--- src/rtl/fcgi_pkg.sv ---
package fcgi_pkg;

	localparam int unsigned ID_W = 16;
	localparam int unsigned LEN_W = 16;
	localparam int unsigned SKIP_W = 17;

	localparam logic [7:0] REC_REQ_END = 8'd3;
	localparam logic [7:0] REC_STDOUT = 8'd6;
	localparam logic [7:0] REC_STDERR = 8'd7;

	localparam logic [7:0] LF_BYTE = 8'h0a;
	localparam logic [7:0] SPACE_BYTE = 8'h20;

	typedef enum logic [2:0] {
		KIND_HDR_BYTE = 3'd0,
		KIND_BODY_BYTE = 3'd1,
		KIND_ERR_BYTE = 3'd2,
		KIND_HDR_DONE = 3'd3,
		KIND_RESP_END = 3'd4,
		KIND_EARLY_END = 3'd5
	} kind_t;

	typedef enum logic [1:0] {
		RD_HEADERS = 2'd0,
		RD_BODY = 2'd1,
		RD_NOBODY = 2'd2
	} read_phase_t;

	typedef enum logic {
		CFG_OWN_ID = 1'b0,
		CFG_NO_BODY = 1'b1
	} cfg_index_t;

	typedef struct packed {
		logic [LEN_W-1:0] content_left;
		logic [SKIP_W-1:0] skip_left;
		logic stderr_upd;
		logic stderr_val;
		logic end_hit;
		kind_t end_kind;
	} hdr_dec_t;

endpackage

--- src/rtl/fcgi_hdr_decode.sv ---
module fcgi_hdr_decode
	import fcgi_pkg::*;
(
	input logic [7:0] rec_type,
	input logic [ID_W-1:0] rec_id,
	input logic [LEN_W-1:0] rec_len,
	input logic [7:0] rec_pad,
	input logic [ID_W-1:0] own_id,
	input read_phase_t read_phase,
	output hdr_dec_t dec
);

	logic id_match;
	logic known_type;
	logic skip_content;
	logic [SKIP_W-1:0] skip_sum;

	assign id_match = (rec_id == own_id);
	assign known_type = (rec_type == REC_STDOUT) || (rec_type == REC_STDERR);
	assign skip_content = !id_match || (read_phase == RD_NOBODY) || !known_type;
	assign skip_sum = {{(SKIP_W-8){1'b0}}, rec_pad} + {{(SKIP_W-LEN_W){1'b0}}, rec_len};

	always_comb begin
		dec.content_left = skip_content ? '0 : rec_len;
		dec.skip_left = skip_content ? skip_sum : {{(SKIP_W-8){1'b0}}, rec_pad};
		dec.stderr_upd = id_match && known_type;
		dec.stderr_val = (rec_type == REC_STDERR);
		dec.end_hit = id_match && (rec_type == REC_REQ_END);
		dec.end_kind = (read_phase == RD_HEADERS) ? KIND_EARLY_END : KIND_RESP_END;
	end

endmodule

--- src/rtl/fastcgi_record_deframer.sv ---
// FastCGI response deframer for one connection. Takes one response byte per
// cycle and gives at most one item per byte: header byte, body byte, stderr
// byte, headers done, response end or premature end. The state update and
// the result register sit behind a single layer of counter and compare
// logic, so a new byte is accepted in every cycle in which the result
// register is empty or being drained. Records with a foreign request id
// or an unknown type are skipped; after a matching end-request record all
// input is consumed and ignored until reset.
module fastcgi_record_deframer
	import fcgi_pkg::*;
(
	input logic clk,
	input logic arst_n,
	input logic s_axis_tvalid,
	output logic s_axis_tready,
	input logic [7:0] s_axis_tdata,    // [7:0] data_byte
	output logic m_axis_tvalid,
	input logic m_axis_tready,
	output logic [7:0] m_axis_tdata,   // [7:0] out_byte
	output logic [2:0] m_axis_tuser,   // [2:0] out_kind
	input logic cfg_we,
	input logic [0:0] cfg_index,
	input logic [15:0] cfg_wdata
);

	typedef enum logic [1:0] {
		PH_HDR = 2'd0,
		PH_PAY = 2'd1,
		PH_DONE = 2'd2
	} phase_t;

	logic [ID_W-1:0] own_id_q;
	logic no_body_q;

	phase_t phase_q, phase_d;
	logic [2:0] hdr_idx_q;
	logic [7:0] hdr_bytes_q [1:6];
	logic [LEN_W-1:0] content_left_q, content_left_d;
	logic [SKIP_W-1:0] skip_left_q, skip_left_d;
	read_phase_t read_phase_q, read_phase_d;
	logic stderr_q, stderr_d;
	logic line_text_q, line_text_d;

	logic res_valid_q;
	kind_t res_kind_q;
	logic [7:0] res_byte_q;
	logic emit;
	kind_t emit_kind;
	logic [7:0] emit_byte;

	logic accept;
	hdr_dec_t dec;

	assign s_axis_tready = !res_valid_q || m_axis_tready;
	assign accept = s_axis_tvalid && s_axis_tready;
	assign m_axis_tvalid = res_valid_q;
	assign m_axis_tdata = res_byte_q;
	assign m_axis_tuser = res_kind_q;

	fcgi_hdr_decode u_hdr_decode (
		.rec_type(hdr_bytes_q[1]),
		.rec_id({hdr_bytes_q[2], hdr_bytes_q[3]}),
		.rec_len({hdr_bytes_q[4], hdr_bytes_q[5]}),
		.rec_pad(hdr_bytes_q[6]),
		.own_id(own_id_q),
		.read_phase(read_phase_q),
		.dec(dec)
	);

	always_comb begin
		phase_d = phase_q;
		content_left_d = content_left_q;
		skip_left_d = skip_left_q;
		read_phase_d = read_phase_q;
		stderr_d = stderr_q;
		line_text_d = line_text_q;
		emit = 1'b0;
		emit_kind = KIND_HDR_BYTE;
		emit_byte = s_axis_tdata;
		case (phase_q)
			PH_HDR: begin
				if (hdr_idx_q == 3'd7) begin
					if (dec.stderr_upd) begin
						stderr_d = dec.stderr_val;
					end
					if (dec.end_hit) begin
						phase_d = PH_DONE;
						content_left_d = '0;
						skip_left_d = '0;
						emit = 1'b1;
						emit_kind = dec.end_kind;
						emit_byte = '0;
					end else begin
						content_left_d = dec.content_left;
						skip_left_d = dec.skip_left;
						phase_d = (dec.content_left != '0 || dec.skip_left != '0)
							? PH_PAY : PH_HDR;
					end
				end
			end
			PH_PAY: begin
				if (content_left_q != '0) begin
					content_left_d = content_left_q - LEN_W'(1);
					if (stderr_q) begin
						emit = 1'b1;
						emit_kind = KIND_ERR_BYTE;
					end else if (read_phase_q == RD_HEADERS) begin
						emit = 1'b1;
						if (s_axis_tdata == LF_BYTE) begin
							if (line_text_q) begin
								line_text_d = 1'b0;
							end else begin
								read_phase_d = no_body_q ? RD_NOBODY : RD_BODY;
								stderr_d = 1'b0;
								line_text_d = 1'b0;
								emit_kind = KIND_HDR_DONE;
								emit_byte = '0;
							end
						end else if (s_axis_tdata == 8'd0 || s_axis_tdata > SPACE_BYTE) begin
							line_text_d = 1'b1;
						end
					end else if (read_phase_q == RD_BODY) begin
						emit = 1'b1;
						emit_kind = KIND_BODY_BYTE;
					end
				end else if (skip_left_q != '0) begin
					skip_left_d = skip_left_q - SKIP_W'(1);
				end
				if (content_left_d == '0 && skip_left_d == '0) begin
					phase_d = PH_HDR;
				end
			end
			default: begin
			end
		endcase
	end

	always_ff @(posedge clk or negedge arst_n) begin
		if (!arst_n) begin
			own_id_q <= 16'd1;
			no_body_q <= 1'b0;
		end else if (cfg_we) begin
			case (cfg_index)
				CFG_OWN_ID: own_id_q <= cfg_wdata[ID_W-1:0];
				CFG_NO_BODY: no_body_q <= cfg_wdata[0];
				default: begin
				end
			endcase
		end
	end

	always_ff @(posedge clk or negedge arst_n) begin
		if (!arst_n) begin
			phase_q <= PH_HDR;
			hdr_idx_q <= '0;
			content_left_q <= '0;
			skip_left_q <= '0;
			read_phase_q <= RD_HEADERS;
			stderr_q <= 1'b0;
			line_text_q <= 1'b0;
			res_valid_q <= 1'b0;
		end else begin
			if (accept) begin
				phase_q <= phase_d;
				content_left_q <= content_left_d;
				skip_left_q <= skip_left_d;
				read_phase_q <= read_phase_d;
				stderr_q <= stderr_d;
				line_text_q <= line_text_d;
				if (phase_q == PH_HDR) begin
					hdr_idx_q <= hdr_idx_q + 3'd1;
				end
			end
			if (accept) begin
				res_valid_q <= emit;
			end else if (m_axis_tready) begin
				res_valid_q <= 1'b0;
			end
		end
	end

	always_ff @(posedge clk) begin
		if (accept && phase_q == PH_HDR && hdr_idx_q != 3'd0 && hdr_idx_q != 3'd7) begin
			hdr_bytes_q[hdr_idx_q] <= s_axis_tdata;
		end
		if (accept && emit) begin
			res_kind_q <= emit_kind;
			res_byte_q <= emit_byte;
		end
	end

	a_done_sticky: assert property (@(posedge clk) disable iff (!arst_n)
		phase_q == PH_DONE |=> phase_q == PH_DONE)
		else $error("deframer left the done phase");

	a_done_silent: assert property (@(posedge clk) disable iff (!arst_n)
		(phase_q == PH_DONE && !res_valid_q) |=> !res_valid_q)
		else $error("item produced after response end");

	a_pay_nonzero: assert property (@(posedge clk) disable iff (!arst_n)
		phase_q == PH_PAY |-> (content_left_q != '0 || skip_left_q != '0))
		else $error("payload phase with nothing left to count");

	a_marker_zero: assert property (@(posedge clk) disable iff (!arst_n)
		(res_valid_q && (res_kind_q == KIND_HDR_DONE || res_kind_q == KIND_RESP_END
			|| res_kind_q == KIND_EARLY_END)) |-> res_byte_q == 8'd0)
		else $error("marker item carries a nonzero byte");

endmodule

--- config.mk ---
export PLATFORM = sky130hd
export DESIGN_NAME = fastcgi_record_deframer
export DESIGN_NICKNAME = d
export VERILOG_FILES = /design/src/rtl/fcgi_pkg.sv /design/src/rtl/fcgi_hdr_decode.sv /design/src/rtl/fastcgi_record_deframer.sv
export SDC_FILE = /design/constraint.sdc
export NUM_CORES = 1
export LEC_CHECK = 0
export ABC_AREA = 1
export BUFFER_PORTS_ARGS = -buffer_cell sky130_fd_sc_hd__buf_2
export CAP_MARGIN = 20
export CORE_UTILIZATION = 30
export DETAILED_ROUTE_END_ITERATION = 8
export SLEW_MARGIN = 20
export SYNTH_ARGS = -nofsm -noshare
export SYNTH_HDL_FRONTEND = slang
export SYNTH_SLANG_ARGS = --single-unit
--- constraint.sdc ---
create_clock -name clk -period 2.9 [get_ports clk]
set_input_delay 0.435 -clock clk [delete_from_list [all_inputs] [get_ports clk]]
set_output_delay 0.435 -clock clk [all_outputs]
set_load 0.05 [all_outputs]
==> flow_metrics.tcl <==
set metrics [dict create \
    synth_nets 1019 \
    dp_slack_ns 0.229 \
    drive_above_1_share_pct 14.2 \
    vias 6399 \
    grt_pass1_vias 6054 \
    final_nets 1074 \
    drc 2 \
    violations "DRC" \
    cts.clk_slew.worst_paths_ns 0.06 \
    synthArstFlopShare_pct 50.4 \
    ys_types 48 \
    grt.overflow.total 0 \
    grt_first_pass_wirelength_um 31700 \
    first_pass_iters 7 \
    die_height_um 159 \
    tightestPinTransition_ns 1.08 \
    ys_seq_area_share_pct 44.2 \
    io_buffers 42 \
    synth-seq-cells 119 \
    nFillCells 2561 \
    cts-buffers-inserted 17 \
    rr_startpoint "own_id_q[0]" \
    slew_headroom_pct 28.2 \
    worst_hold_path_type "in2async" \
    syn_to_final_growth_pct 16.4 \
    synth_edf_count 59 \
    cp-startpoint "own_id_q[0]" \
    final_hold_viol_count 0 \
    rr_worst_depth 12 \
    cts_tree "yes" \
    dp.cells 1334 \
    cts.sinks 119 \
    fin_hold_ws_ns 0.193 \
    drt-initial-drc-count 406 \
    rows 57 \
    reg2reg_slack_ns 0.26 \
    critical_path_class "reg2reg" \
    viasPerCell 4.68 \
    yosysWarnings 0 \
    drt_wl_total_um 19400 \
    gp_congestion 0.884 \
    die_x_um 159 \
    netlist_instances 974 \
    design_area_um2 8630 \
    die_area_um2 25400 \
    grt_setup_unrepaired "false" \
    grt_max_degree 61 \
    r2r-end "m_axis_tdata[1]" \
    dpl_cell_area_um2 8020 \
    place_hpwl_um 14300 \
    ctsHtreeMaxLevel 4 \
    initial_core_util_pct 30.6 \
    clock_skew_ns 0.00976 \
    drv_cap 0 \
    diodes 0 \
    p_leak_nw 3.88 \
    ios 43 \
    cp-end-kind "flip-flop" \
    clock-root-buffer "clkbuf_16" \
    post-route-period-util_pct 91.0 \
    synth_ff_type "edfxtp_1" \
    grt_use_total_pct 16.0 \
    cts-hold-fix-buffers 0 \
    syn_avg_cell_area_um2 7.61 \
    syn_area_um2 7420 \
    power_density_nw_per_um2 767 \
    cp_max_fo 11 \
    clock_path_buffers 2 \
    antenna_found_initial 0 \
    fin_setup_tns_ns 0 \
    status "complete, but fails checks" \
    peakVddDrop_uv 366 \
    ant_nets 0 \
    final_max_slew_viol_count 0 \
    wl_per_cell_um 14.2 \
    min_period_ns 2.64 \
    setup_ws_ns 0.260 \
    crit_required_ns 2.95 \
    cp-start-kind "flip-flop" \
    setup_viol 0 \
    timing.fmax_mhz 379 \
    core_area_um2 24200 \
    fin_cells 1366 \
    crit_arrival_ns 2.69 \
    clock_latency_ns 0.44 \
]
==> worst max-delay path by stage <==
stage | slack, ns | depth (start not counted) | to
after floorplan | 0.06 | 7 | hdr_bytes_q[1][0]
after global placement | 0.22 | 18 | phase_q[0]
final | 0.26 | 12 | m_axis_tdata[1]
after global routing | 0.03 | 18 | phase_q[0]
after detailed placement | 0.23 | 12 | m_axis_tdata[0]
after CTS | 0.21 | 18 | phase_q[0]
==> report_power, final <==
part	internal [W]	switching [W]	total, W	leakage [nW]
clock	0.00130	0.000889	0.00219	0.300
combinational	0.000676	0.00131	0.00198	2.37
sequential	0.00209	0.000350	0.00244	1.21
==> kinds of logic (layout without fill, tap and decap cells) <==
group	after synthesis	count (layout)	synth area share, %
xor+xnor	25	25	2.95
compound gates	115	115	8.89
mux	7	7	1.06
flops	119	119	44.2
fa+ha+maj	15	15	2.63
simple gates	549	549	32.3
buf+inv	144	212	7.96
==> registers in the layout, summed over array words and instances, names as in the netlist <==
name	count
content_left_q	16
hdr_bytes_q	48
hdr_idx_q	3
line_text_q	1
m_axis_tdata	8
m_axis_tuser	3
m_axis_tvalid	1
no_body_q	1
own_id_q	16
phase_q	2
read_phase_q	2
skip_left_q	17
stderr_q	1
==> repair_timing <==
item / 4_1_cts / 5_1_grt
resized for setup: 0 / 1
endpoints found under the setup margin: 0 / 1
buffers inserted: 0 / 0
endpoints found under the hold margin: 0 / 0
==> cell type report <==
| cell class | instances | area (um2) | share of cell area, % |
|---|---|---|---|
| repair buffers | 58 | 330 | 3.83 |
| multi-input cells | 711 | 3560 | 41.2 |
| well taps | 324 | 405 | 4.70 |
| inverters | 122 | 458 | 5.31 |
| clock inverters | 15 | 178 | 2.06 |
| clock buffers | 17 | 425 | 4.93 |
| flip-flops and latches | 119 | 3270 | 37.9 |
==> metrics by stage <==
| step | power, W | util [%] |
|---|---|---|
| floorplan | 0.00389 | - |
| global route | 0.00707 | 35.6 |
| finish | 0.00662 | 35.6 |
| detailed placement | 0.00444 | 33.1 |
| global placement | 0.00442 | 33.1 |
| CTS | 0.00665 | 35.6 |
==> critical path: stages (launching register included) <==
cell	delay, ns
dfstp_2	0.54
inv_1	0.04
nand2_1	0.04
nand2_1	0.05
nor2_1	0.09
nand2_1	0.08
inv_1	0.06
nand2_1	0.05
nor2_1	0.13
nand2_1	0.15
nor4_4	0.21
nor2_1	0.09
nor2_1	0.72
==> synthesized netlist by cell type, types with 11 or more instances <==
cell type    n  area (um2)
nand3_1     82         410
ha_1        14         175
a21oi_1     44         220
dfrtp_1     59        1480
nor2_1     150         563
nand2_1    256         961
a31oi_1     14        87.6
edfxtp_1    59        1770
clkbuf_1    11        41.3
nor2_2      15        93.8
inv_1      114         428
o21ai_0     23         115
xor2_1      19         166
==> metal layers <==
layer / track usage [%] / part of all wire, % / vias to the layer above
met3: 3.49 / 5.1 / 21
met5: 0 / 0 / -
met4: 4.37 / 0.96 / 0
met1: 22.2 / 49 / 2945
li1: - / - / 3282
met2: 25.1 / 45 / 151
==> cell usage in the layout (no fill, tap or decap), types with 3 or more instances in the layout <==
cell       netlist  layout
o21ai_0         23      23
nor2_2          15      16
inv_6            0       7
xnor2_1          6       6
mux2_2           7       7
a22oi_1          6       6
inv_8            0       3
nand4_1          9       9
nor2_1         150     149
buf_2            4      42
inv_1          114     114
buf_4            2      16
dfrtp_1         59      59
a21oi_1         44      44
edfxtp_1        59      59
nand2_2          9       8
nor3_1           7       7
nor2_4           7       7
o32ai_1          3       3
a211oi_1         5       5
nand3_2          4       4
a31oi_1         14      14
clkbuf_16        0      17
nand2_1        256     256
ha_1            14      14
inv_2            7       7
o21ai_1         10      10
xor2_1          19      19
nand3_1         82      82
No activity file was read; power rests on OpenSTA's default activity.
